### src/rtl/hier1d_pkg.sv
`timescale 1ns / 1ps
// ----------------------------------------------------------------------------
// hier1d_pkg: shared types, constants and helpers
// Word types, control word layout, microcode field codes and fixed-point
// helpers for the hierarchical 1-D shape function block.
// ----------------------------------------------------------------------------
package hier1d_pkg;

  localparam int MAX_ORDER_DEF = 15;

  // Widths: x and the other narrow multiplier operand, recurrence words,
  // products, index and result fields.
  localparam int AW   = 18;
  localparam int TW   = 32;
  localparam int PW   = AW + TW;
  localparam int FI_W = 4;
  localparam int RW   = 24;
  localparam int PC_W = 4;

  typedef struct packed {
    logic signed [AW-1:0] x_position;
    logic [FI_W-1:0]      poly_order;
    logic [31:0]          node_id_first;
    logic [31:0]          node_id_second;
  } in_t;

  typedef struct packed {
    logic [FI_W-1:0]      func_index;
    logic signed [RW-1:0] shape_value;
    logic signed [RW-1:0] shape_derivative;
    logic                 last_of_run;
  } out_t;

  // Multiplier operand A select.
  localparam logic [1:0] MA_X    = 2'd0;
  localparam logic [1:0] MA_BUB  = 2'd1;
  localparam logic [1:0] MA_NEGX = 2'd2;
  localparam logic [1:0] MA_Y    = 2'd3;

  // Multiplier operand B select.
  localparam logic [2:0] MB_X  = 3'd0;
  localparam logic [2:0] MB_TA = 3'd1;
  localparam logic [2:0] MB_DA = 3'd2;
  localparam logic [2:0] MB_TB = 3'd3;
  localparam logic [2:0] MB_DB = 3'd4;

  // Datapath operation on the registered product.
  localparam logic [2:0] OP_NONE   = 3'd0;
  localparam logic [2:0] OP_BUB    = 3'd1;
  localparam logic [2:0] OP_VAL    = 3'd2;
  localparam logic [2:0] OP_DER    = 3'd3;
  localparam logic [2:0] OP_DERADD = 3'd4;
  localparam logic [2:0] OP_TNEW   = 3'd5;
  localparam logic [2:0] OP_ADV    = 3'd6;

  // Result word emission.
  localparam logic [2:0] EM_NONE = 3'd0;
  localparam logic [2:0] EM_PHI0 = 3'd1;
  localparam logic [2:0] EM_PHI1 = 3'd2;
  localparam logic [2:0] EM_BUB  = 3'd3;
  localparam logic [2:0] EM_ONE  = 3'd4;

  // Jump conditions.
  localparam logic [2:0] C_NEXT    = 3'd0;
  localparam logic [2:0] C_ALWAYS  = 3'd1;
  localparam logic [2:0] C_WAIT    = 3'd2;
  localparam logic [2:0] C_ORD0    = 3'd3;
  localparam logic [2:0] C_ORD1    = 3'd4;
  localparam logic [2:0] C_NOTLAST = 3'd5;

  // Microcode step addresses.
  localparam logic [PC_W-1:0] S_IDLE = 4'd0;
  localparam logic [PC_W-1:0] S_XSQ  = 4'd1;
  localparam logic [PC_W-1:0] S_PHI0 = 4'd2;
  localparam logic [PC_W-1:0] S_PHI1 = 4'd3;
  localparam logic [PC_W-1:0] S_B0   = 4'd4;
  localparam logic [PC_W-1:0] S_B1   = 4'd5;
  localparam logic [PC_W-1:0] S_B2   = 4'd6;
  localparam logic [PC_W-1:0] S_B3   = 4'd7;
  localparam logic [PC_W-1:0] S_B4   = 4'd8;
  localparam logic [PC_W-1:0] S_B5   = 4'd9;
  localparam logic [PC_W-1:0] S_END  = 4'd10;
  localparam logic [PC_W-1:0] S_ONE  = 4'd11;

  typedef struct packed {
    logic [1:0]      mul_a;
    logic [2:0]      mul_b;
    logic [2:0]      op;
    logic [2:0]      emit;
    logic [2:0]      cond;
    logic [PC_W-1:0] target;
  } ctl_t;

  typedef struct packed {
    logic ord_zero;
    logic ord_one;
    logic not_last;
  } stat_t;

  // Round p / 2^sh half up (toward +infinity).
  function automatic logic signed [PW:0] rnd_shr(input logic signed [PW-1:0] p,
                                                 input int sh);
    logic signed [PW:0] s;
    s = {p[PW-1], p} + ((PW+1)'(1) <<< (sh - 1));
    return s >>> sh;
  endfunction

  // Saturate to the signed 24-bit result range.
  function automatic logic signed [RW-1:0] sat24(input logic signed [PW:0] v);
    logic signed [RW-1:0] r;
    if (!v[PW] && (|v[PW-1:RW-1])) begin
      r = {1'b0, {(RW-1){1'b1}}};
    end else if (v[PW] && !(&v[PW-1:RW-1])) begin
      r = {1'b1, {(RW-1){1'b0}}};
    end else begin
      r = v[RW-1:0];
    end
    return r;
  endfunction

endpackage

### src/rtl/hier1d_ucode_rom.sv
`timescale 1ns / 1ps
// ----------------------------------------------------------------------------
// hier1d_ucode_rom: microcode store
// One control word per step: multiplier operands, datapath operation,
// result emission and the jump condition with its target.
// ----------------------------------------------------------------------------
module hier1d_ucode_rom (
  input  logic [hier1d_pkg::PC_W-1:0] pc,
  output hier1d_pkg::ctl_t            ctl
);
  import hier1d_pkg::*;

  function automatic ctl_t cw(input logic [1:0] ma, input logic [2:0] mb,
                              input logic [2:0] op, input logic [2:0] em,
                              input logic [2:0] cd, input logic [PC_W-1:0] tg);
    ctl_t c;
    c.mul_a  = ma;
    c.mul_b  = mb;
    c.op     = op;
    c.emit   = em;
    c.cond   = cd;
    c.target = tg;
    return c;
  endfunction

  always_comb begin
    case (pc)
      S_IDLE: ctl = cw(MA_X,    MB_X,  OP_NONE,   EM_NONE, C_WAIT,    S_IDLE);
      S_XSQ:  ctl = cw(MA_X,    MB_X,  OP_NONE,   EM_NONE, C_ORD0,    S_ONE);
      S_PHI0: ctl = cw(MA_X,    MB_X,  OP_BUB,    EM_PHI0, C_NEXT,    S_IDLE);
      S_PHI1: ctl = cw(MA_X,    MB_X,  OP_NONE,   EM_PHI1, C_ORD1,    S_IDLE);
      // Bubble loop: value, derivative terms, then the Chebyshev step.
      S_B0:   ctl = cw(MA_BUB,  MB_TA, OP_NONE,   EM_NONE, C_NEXT,    S_IDLE);
      S_B1:   ctl = cw(MA_BUB,  MB_DA, OP_VAL,    EM_NONE, C_NEXT,    S_IDLE);
      S_B2:   ctl = cw(MA_NEGX, MB_TA, OP_DER,    EM_NONE, C_NEXT,    S_IDLE);
      S_B3:   ctl = cw(MA_Y,    MB_TB, OP_DERADD, EM_NONE, C_NEXT,    S_IDLE);
      S_B4:   ctl = cw(MA_Y,    MB_DB, OP_TNEW,   EM_BUB,  C_NEXT,    S_IDLE);
      S_B5:   ctl = cw(MA_X,    MB_X,  OP_ADV,    EM_NONE, C_NOTLAST, S_B0);
      S_END:  ctl = cw(MA_X,    MB_X,  OP_NONE,   EM_NONE, C_ALWAYS,  S_IDLE);
      S_ONE:  ctl = cw(MA_X,    MB_X,  OP_NONE,   EM_ONE,  C_ALWAYS,  S_IDLE);
      default: ctl = cw(MA_X,   MB_X,  OP_NONE,   EM_NONE, C_ALWAYS,  S_IDLE);
    endcase
  end

endmodule

### src/rtl/hier1d_sequencer.sv
`timescale 1ns / 1ps
// ----------------------------------------------------------------------------
// hier1d_sequencer: step counter and jump logic
// Holds the step counter, reads the microcode store and picks the next
// step from the current word's condition and the datapath status.
// ----------------------------------------------------------------------------
module hier1d_sequencer (
  input  logic              clk,
  input  logic              rst_n,
  input  logic              start,
  input  hier1d_pkg::stat_t stat,
  output hier1d_pkg::ctl_t  ctl,
  output logic              busy
);
  import hier1d_pkg::*;

  logic [PC_W-1:0] pc_r;
  logic [PC_W-1:0] pc_nxt;
  logic            take;

  hier1d_ucode_rom u_rom (
    .pc  (pc_r),
    .ctl (ctl)
  );

  always_comb begin
    case (ctl.cond)
      C_NEXT:    take = 1'b0;
      C_ALWAYS:  take = 1'b1;
      C_WAIT:    take = !start;
      C_ORD0:    take = stat.ord_zero;
      C_ORD1:    take = stat.ord_one;
      C_NOTLAST: take = stat.not_last;
      default:   take = 1'b1;
    endcase
    pc_nxt = take ? ctl.target : pc_r + PC_W'(1);
  end

  always_ff @(posedge clk) begin
    if (!rst_n) begin
      pc_r <= S_IDLE;
    end else begin
      pc_r <= pc_nxt;
    end
  end

  assign busy = (pc_r != S_IDLE);

`ifndef NO_ASSERTIONS
  // Leaving idle happens only on a start.
  a_leave_idle: assert property (@(posedge clk) disable iff (!rst_n)
    (pc_r == S_IDLE && !start) |=> (pc_r == S_IDLE))
    else $error("sequencer left idle without start");

  // Every run begins with the x*x step.
  a_first_step: assert property (@(posedge clk) disable iff (!rst_n)
    (pc_r == S_IDLE && start) |=> (pc_r == S_XSQ))
    else $error("run did not begin at the first step");

  // The loop tail either repeats the loop or ends the run.
  a_loop_tail: assert property (@(posedge clk) disable iff (!rst_n)
    (pc_r == S_B5) |=> (pc_r == S_B0 || pc_r == S_END))
    else $error("bad exit from bubble loop");
`endif

endmodule

### src/rtl/hier1d_datapath.sv
`timescale 1ns / 1ps
// ----------------------------------------------------------------------------
// hier1d_datapath: shared multiplier, recurrence registers and result port
// Loads one point, runs the Chebyshev recurrence through a single
// registered 18x32 multiplier under microcode control and emits words.
// ----------------------------------------------------------------------------
module hier1d_datapath #(
  parameter int MAX_ORDER = hier1d_pkg::MAX_ORDER_DEF
) (
  input  logic              clk,
  input  logic              rst_n,
  input  logic              load,
  input  hier1d_pkg::in_t   in_item,
  input  hier1d_pkg::ctl_t  ctl,
  output hier1d_pkg::stat_t stat,
  output logic              out_valid,
  output hier1d_pkg::out_t  out_item
);
  import hier1d_pkg::*;

  localparam logic signed [AW-1:0] OneX     = AW'(65536);
  localparam logic signed [AW-1:0] MinX     = -AW'(65536);
  localparam logic signed [TW-1:0] OneT     = TW'(65536);
  localparam logic signed [PW:0]   BubBias  = (PW+1)'(64'h1_0002_0000);
  localparam logic signed [AW:0]   PhiBias  = (AW+1)'(65537);
  localparam logic signed [RW-1:0] OneR     = RW'(65536);
  localparam logic signed [RW-1:0] HalfR    = RW'(32768);

  logic signed [AW-1:0] x_r, negx_r, y_r, bub_r;
  logic                 flip_r;
  logic [FI_W-1:0]      order_r, j_r;
  logic signed [TW-1:0] ta_r, tb_r, da_r, db_r, tnew_r;
  logic signed [PW-1:0] prod_r;
  logic signed [PW:0]   val_r, der_r;
  logic                 out_valid_r;
  out_t                 out_r;

  logic signed [AW-1:0] xc, nx;
  logic [FI_W-1:0]      ord_c;
  logic                 flip_c;
  logic signed [AW-1:0] mul_a;
  logic signed [TW-1:0] mul_b;
  logic signed [PW:0]   r15;
  logic signed [AW:0]   phi0, phi1;

  // Clamp the point and the order on the way in.
  always_comb begin
    if (in_item.x_position > OneX) begin
      xc = OneX;
    end else if (in_item.x_position < MinX) begin
      xc = MinX;
    end else begin
      xc = in_item.x_position;
    end
    nx     = -xc;
    flip_c = (in_item.node_id_second < in_item.node_id_first);
    ord_c  = (int'(in_item.poly_order) > MAX_ORDER) ? FI_W'(MAX_ORDER)
                                                    : in_item.poly_order;
  end

  always_comb begin
    case (ctl.mul_a)
      MA_X:    mul_a = x_r;
      MA_BUB:  mul_a = bub_r;
      MA_NEGX: mul_a = negx_r;
      MA_Y:    mul_a = y_r;
      default: mul_a = x_r;
    endcase
    case (ctl.mul_b)
      MB_X:    mul_b = TW'(x_r);
      MB_TA:   mul_b = ta_r;
      // In the flipped orientation the derivative is taken against -y.
      MB_DA:   mul_b = flip_r ? -da_r : da_r;
      MB_TB:   mul_b = tb_r;
      MB_DB:   mul_b = db_r;
      default: mul_b = ta_r;
    endcase
    r15  = rnd_shr(prod_r, 15);
    phi0 = (PhiBias - (AW+1)'(x_r)) >>> 1;
    phi1 = (PhiBias + (AW+1)'(x_r)) >>> 1;
  end

  always_ff @(posedge clk) begin
    prod_r <= PW'(mul_a) * PW'(mul_b);
    if (load) begin
      x_r     <= xc;
      negx_r  <= nx;
      y_r     <= flip_c ? nx : xc;
      flip_r  <= flip_c;
      order_r <= ord_c;
      j_r     <= FI_W'(2);
      ta_r    <= OneT;
      tb_r    <= TW'(flip_c ? nx : xc);
      da_r    <= '0;
      db_r    <= OneT;
    end else begin
      case (ctl.op)
        OP_BUB:    bub_r <= AW'((BubBias - {prod_r[PW-1], prod_r}) >>> 18);
        OP_VAL:    val_r <= rnd_shr(prod_r, 16);
        OP_DER:    der_r <= rnd_shr(prod_r, 16);
        OP_DERADD: der_r <= der_r + rnd_shr(prod_r, 17);
        OP_TNEW:   tnew_r <= TW'(r15 - (PW+1)'(ta_r));
        OP_ADV: begin
          ta_r <= tb_r;
          tb_r <= tnew_r;
          da_r <= db_r;
          db_r <= TW'(r15 + ((PW+1)'(tb_r) <<< 1) - (PW+1)'(da_r));
          j_r  <= j_r + FI_W'(1);
        end
        default: ;
      endcase
    end
  end

  // Result register: one word per emitting step.
  always_ff @(posedge clk) begin
    if (!rst_n) begin
      out_valid_r <= 1'b0;
    end else begin
      out_valid_r <= (ctl.emit != EM_NONE);
    end
  end

  always_ff @(posedge clk) begin
    case (ctl.emit)
      EM_PHI0: begin
        out_r.func_index       <= FI_W'(0);
        out_r.shape_value      <= RW'(phi0);
        out_r.shape_derivative <= -HalfR;
        out_r.last_of_run      <= (order_r == FI_W'(1));
      end
      EM_PHI1: begin
        out_r.func_index       <= FI_W'(1);
        out_r.shape_value      <= RW'(phi1);
        out_r.shape_derivative <= HalfR;
        out_r.last_of_run      <= (order_r == FI_W'(1));
      end
      EM_BUB: begin
        out_r.func_index       <= j_r;
        out_r.shape_value      <= sat24(val_r);
        out_r.shape_derivative <= sat24(der_r);
        out_r.last_of_run      <= (j_r == order_r);
      end
      EM_ONE: begin
        out_r.func_index       <= FI_W'(0);
        out_r.shape_value      <= OneR;
        out_r.shape_derivative <= '0;
        out_r.last_of_run      <= 1'b1;
      end
      default: ;
    endcase
  end

  assign stat.ord_zero = (order_r == FI_W'(0));
  assign stat.ord_one  = (order_r == FI_W'(1));
  assign stat.not_last = (j_r != order_r);
  assign out_valid     = out_valid_r;
  assign out_item      = out_r;

`ifndef NO_ASSERTIONS
  // A bubble word's index never passes the clamped order.
  a_index_bound: assert property (@(posedge clk) disable iff (!rst_n)
    (ctl.emit == EM_BUB) |-> (j_r <= order_r && j_r >= FI_W'(2)))
    else $error("bubble index out of range");

  // The bubble value is never negative and at most one quarter.
  a_bub_range: assert property (@(posedge clk) disable iff (!rst_n)
    ($past(ctl.op) == OP_BUB && !$past(load)) |->
      (!bub_r[AW-1] && bub_r <= AW'(16384)))
    else $error("bubble value out of range");

  // A loaded point is always clamped to [-1, 1].
  a_x_clamped: assert property (@(posedge clk) disable iff (!rst_n)
    $past(load) |-> (x_r <= OneX && x_r >= MinX))
    else $error("point not clamped");
`endif

endmodule

### src/rtl/hierarchic_1d_shape_functions.sv
`timescale 1ns / 1ps
// ----------------------------------------------------------------------------
// hierarchic_1d_shape_functions: hierarchical 1-D shape functions
// Linear end functions plus Chebyshev-times-bubble functions and their
// derivatives for one point, Q1.16 in and Q7.16 out, saturated.
//
//   channel  ports                        handshake
//   input    start, busy, in_item         taken when start is high, busy low
//   result   out_valid, out_item          one word per out_valid cycle
//
// Each point gives order+1 result words. The bubble loop is six microcode
// steps per function around the single registered 18x32 multiplier. Reset
// clears the step counter and the result strobe. The receiver cannot stall;
// words leave at once.
// ----------------------------------------------------------------------------
module hierarchic_1d_shape_functions #(
  parameter int MAX_ORDER = hier1d_pkg::MAX_ORDER_DEF
) (
  input  logic             clk,
  input  logic             rst_n,
  input  logic             start,
  output logic             busy,
  input  hier1d_pkg::in_t  in_item,
  output logic             out_valid,
  output hier1d_pkg::out_t out_item
);
  import hier1d_pkg::*;

  ctl_t ctl;
  stat_t stat;
  logic accept;

  assign accept = start && !busy;

  hier1d_sequencer u_seq (
    .clk   (clk),
    .rst_n (rst_n),
    .start (start),
    .stat  (stat),
    .ctl   (ctl),
    .busy  (busy)
  );

  hier1d_datapath #(
    .MAX_ORDER (MAX_ORDER)
  ) u_dp (
    .clk       (clk),
    .rst_n     (rst_n),
    .load      (accept),
    .in_item   (in_item),
    .ctl       (ctl),
    .stat      (stat),
    .out_valid (out_valid),
    .out_item  (out_item)
  );

`ifndef NO_ASSERTIONS
  // Words only come out of a run that was in progress.
  a_word_in_run: assert property (@(posedge clk) disable iff (!rst_n)
    out_valid |-> $past(busy))
    else $error("result word outside a run");

  // More words are due while the run is not finished.
  a_run_open: assert property (@(posedge clk) disable iff (!rst_n)
    (out_valid && !out_item.last_of_run) |-> busy)
    else $error("run ended before its last word");

  // The last word of a run is not followed by another word at once. Order
  // one flags both end words as last, so the check starts at index one.
  a_gap_after_last: assert property (@(posedge clk) disable iff (!rst_n)
    (out_valid && out_item.last_of_run && out_item.func_index != FI_W'(0))
      |=> !out_valid)
    else $error("word right after last of run");

  // An accepted point makes the block busy.
  a_busy_after_accept: assert property (@(posedge clk) disable iff (!rst_n)
    accept |=> busy)
    else $error("not busy after accepting a point");
`endif

endmodule
### config.mk
export PLATFORM = sky130hd
export DESIGN_NAME = hierarchic_1d_shape_functions
export DESIGN_NICKNAME = d
export VERILOG_FILES = /design/src/rtl/hier1d_pkg.sv /design/src/rtl/hier1d_ucode_rom.sv /design/src/rtl/hier1d_sequencer.sv /design/src/rtl/hier1d_datapath.sv /design/src/rtl/hierarchic_1d_shape_functions.sv
export SDC_FILE = /design/constraint.sdc
export NUM_CORES = 2
export LEC_CHECK = 0
export BUFFER_PORTS_ARGS = -buffer_cell sky130_fd_sc_hd__buf_2
export CAP_MARGIN = 20
export CORE_MARGIN = 2
export CORE_UTILIZATION = 24
export DETAILED_ROUTE_END_ITERATION = 8
export GPL_TIMING_DRIVEN = 0
export PLACE_DENSITY = 0.39
export SYNTH_ARGS = -nofsm -noshare
export SYNTH_HDL_FRONTEND = slang
export SYNTH_HIERARCHICAL = 1
export SYNTH_SLANG_ARGS = --single-unit
### constraint.sdc
create_clock -name clk -period 25.7 [get_ports clk]
set_input_delay 2.57 -clock clk [delete_from_list [all_inputs] [get_ports clk]]
set_output_delay 2.57 -clock clk [all_outputs]
set_load 0.03 [all_outputs]
==> results.txt <==
Status: finished, final reports clean
Vias: 38.80k
Rel. slew slack: 16.73%
Clk root buf: clkbuf_16
Final setup TNS: 0 ns
Layout cells sized above 1: 6.168%
Clock transition at path regs: 0.06 ns
Syn_area_per_cell: 8.884 um2
Post-CTS Setup Inserts: 0
Max incr delay on CP: 1.04 ns
Clock buffer depth: 3
Largest area contributor in the netlist: fa_1
Hold path endpoint: u_dp/da_r[20]
Critical Path Fanout Max: 10
Total GRT Usage: 18.50%
Yosys top cell area share: 24.54%
Clock Skews: 0.08050 ns
DR WL/cell: 22.85 um
Worst path most repeated cell: fa_1
Most frequent cells in the layout: inv_1 (840), nand2_1 (652), fa_1 (587)
DRT Wirelength: 189,600 um
Cts repair resizes: 0
Clk_lat worst skew: 0.68 ns
I/O Pins: 144
First-pass GRT wire length: 278,600 um
Reg2Reg Depth: 27
Starting DRT DRC Count: 3,000
Syn Inst Count: 5,390
Num CTS Buffers: 52
Worst hold stages: 2
Die extent in y: 450.7 um
Share of flip-flops with an asynchronous set or reset: 0%
Pre-CTS WS: 12.88 ns
Worst r2r src: u_seq/pc_r[1]
Post-DP Area: 52,340 um2
Worst R2R Setup Slack: 12.84 ns
Largest net degree at the start of global routing: 33
Syn-to-layout area delta: 13.08%
CTS tree: built
Port bufs: 142
Syn_nets: 6,349
N_diodes: 0
Gpl congestion: 0.9026
Die area: 203,100 um2
1st-pass router iterations: 5
Setup violations, final: 0
Die extent in x: 450.7 um
Vias in the first global route: 40.29k
Fin area: 54,150 um2
Cts hold-fix bufs: 0
Hold Path Class: flop to flop
Final antenna-violating net count: 0
Post-DP HPWL: 160,300 um
Vias per cell: 4.676
DRC: 0
H-tree depth: 2
Post-synth top flop: edfxtp_1
Worst Path Arrival: 13.31 ns
Actual slew at the worst max-slew pin: 1.240 ns
Peak Freq: 0.07774 GHz
Synth cell types: 84
Initial antenna violation count: 6
Yosys warnings: 6
Hold_sp: u_dp/da_r[20]
Max_cap viols: 0
Worst endpoint required time: 26.15 ns
FP Rows: 163
Endpoint class of the critical path: flop
CP max-delay cell: o311ai_2
Core area: 197,800 um2
Most common library cell in the layout ignoring fill and taps: inv_1
Mapped cell area: 47,890 um2
Register area share after synthesis: 23.91%
Final worst slack: 12.84 ns
Tcrit/Tclk final: 50.05%
#FFs+latches synth: 433
Number of synthesized flops with an enable pin: 278
Worst setup SP type: flop
RSZ-0062 raised after global routing: false
Reg2reg end: u_dp/prod_r[48]
Synth area leaders: fa_1 (25%), edfxtp_1 (17%), ha_1 (7.4%), inv_1 (6.6%), dfxtp_1 (6.5%)
# clock sinks: 433
Initial core utilization: 24.21%
Grt total ovfl: 0
Max-slew violation count: 0
Final min period: 12.86 ns
NumNets Final: 6,577
Crit Path Class: flop to flop
Final Hold Viols: 0
Fin util: 27.37%
==> routing by layer <==
| metal | up-vias | routed length [um] | GRT usage [%] |
|---|---|---|---|
| met5 | - | 13 | 0 |
| met4 | 2 | 4541 | 4.050 |
| met3 | 191 | 9622 | 2.487 |
| met2 | 945 | 89580 | 31.14 |
| met1 | 19610 | 85860 | 25.13 |
| li1 | 18050 | - | - |
==> stage by stage <==
| stage | instances | hold WS [ns] |
|---|---|---|
| global route | 8298 | 0.4848 |
| floorplan | 5390 | 0.4363 |
| CTS | 8292 | 0.4564 |
| global placement | 8172 | 0.4424 |
| detailed placement | 8198 | 0.4483 |
| finish | 8298 | 0.4537 |
==> flip-flops by register name (all words and copies together), names as in the netlist, 18 cells and up <==
name / count
u_dp/der_r: 51
u_dp/val_r: 35
u_dp/ta_r: 32
u_dp/db_r: 32
u_dp/tnew_r: 32
u_dp/bub_r: 18
u_dp/out_item: 53
u_dp/da_r: 32
u_dp/tb_r: 32
u_dp/prod_r: 50
u_dp/x_r: 18
==> cells by family (layout without fill, tap and decap cells) <==
logic type	count (synthesis)	count (layout)	synth area share [%]
AO/OA/AOI/OAI	939	939	12.52
XOR/XNOR	325	325	5.944
adder cells (fa/ha/maj)	870	870	31.93
buffers and inverters	1110	1378	8.774
flip-flops	433	433	23.91
multiplexers	62	62	1.583
AND/OR/NAND/NOR	1651	1651	15.33
==> area by class of cell <==
| class | instances | area [um2] |
|---|---|---|
| Sequential cell | 433 | 11450 |
| Fill cell | 21520 | 143700 |
| Timing Repair Buffer | 174 | 1135 |
| Multi-Input combinational cell | 3847 | 32300 |
| Clock inverter | 16 | 178.9 |
| Tap cell | 2640 | 3303 |
| Clock buffer | 78 | 1585 |
| Buffer | 268 | 1041 |
| Inverter | 842 | 3161 |
==> Yosys cell counts, drive strengths merged (7+ instances only) <==
| cell | instances |
|---|---|
| inv | 841 |
| nand2 | 653 |
| fa | 587 |
| nor2 | 515 |
| a21oi | 347 |
| ha | 283 |
| edfxtp | 278 |
| clkbuf | 239 |
| xnor2 | 227 |
| dfxtp | 155 |
| o21ai | 146 |
| a21o | 105 |
| xor2 | 98 |
| nand3 | 85 |
| nand4 | 63 |
| o22a | 61 |
| nand2b | 50 |
| nor3 | 49 |
| o22ai | 46 |
| nor2b | 45 |
| and3 | 42 |
| o21a | 37 |
| and2 | 36 |
| mux2 | 30 |
| buf | 29 |
| nor4 | 26 |
| mux2i | 24 |
| a211oi | 23 |
| o31ai | 21 |
| or2 | 21 |
| o21bai | 18 |
| a31oi | 17 |
| or3 | 16 |
| o211ai | 15 |
| and4 | 12 |
| or4 | 11 |
| nor3b | 10 |
| a211o | 9 |
| o41ai | 9 |
| a41oi | 8 |
| mux4 | 8 |
| nand3b | 8 |
| o221ai | 7 |
==> worst max path at each step <==
stage,startpoint,to,slack [ns]
2_1_floorplan,u_seq/pc_r[1],u_dp/prod_r[46],16.84
3_3_place_gp,u_seq/pc_r[1],u_dp/prod_r[48],11.10
3_5_place_dp,u_seq/pc_r[1],u_dp/prod_r[48],12.88
4_1_cts,u_seq/pc_r[1],u_dp/prod_r[48],12.81
5_1_grt,u_seq/pc_r[1],u_dp/prod_r[48],12.19
6_report,u_seq/pc_r[1],u_dp/prod_r[48],12.84
==> worst max-delay path, delay by kind of cell, from the launching register on <==
family	cells	cell delay, ns
adders and majority gates	8	3.99
AOI/OAI and AO/OA	6	3.39
buffers and inverters	7	2.79
and+or+nand+nor	5	1.60
muxes	1	0.42
DFF	1	0.40
Power is not shown: default switching activity piles up to over one toggle a cycle in this logic, so the estimate is an artifact.
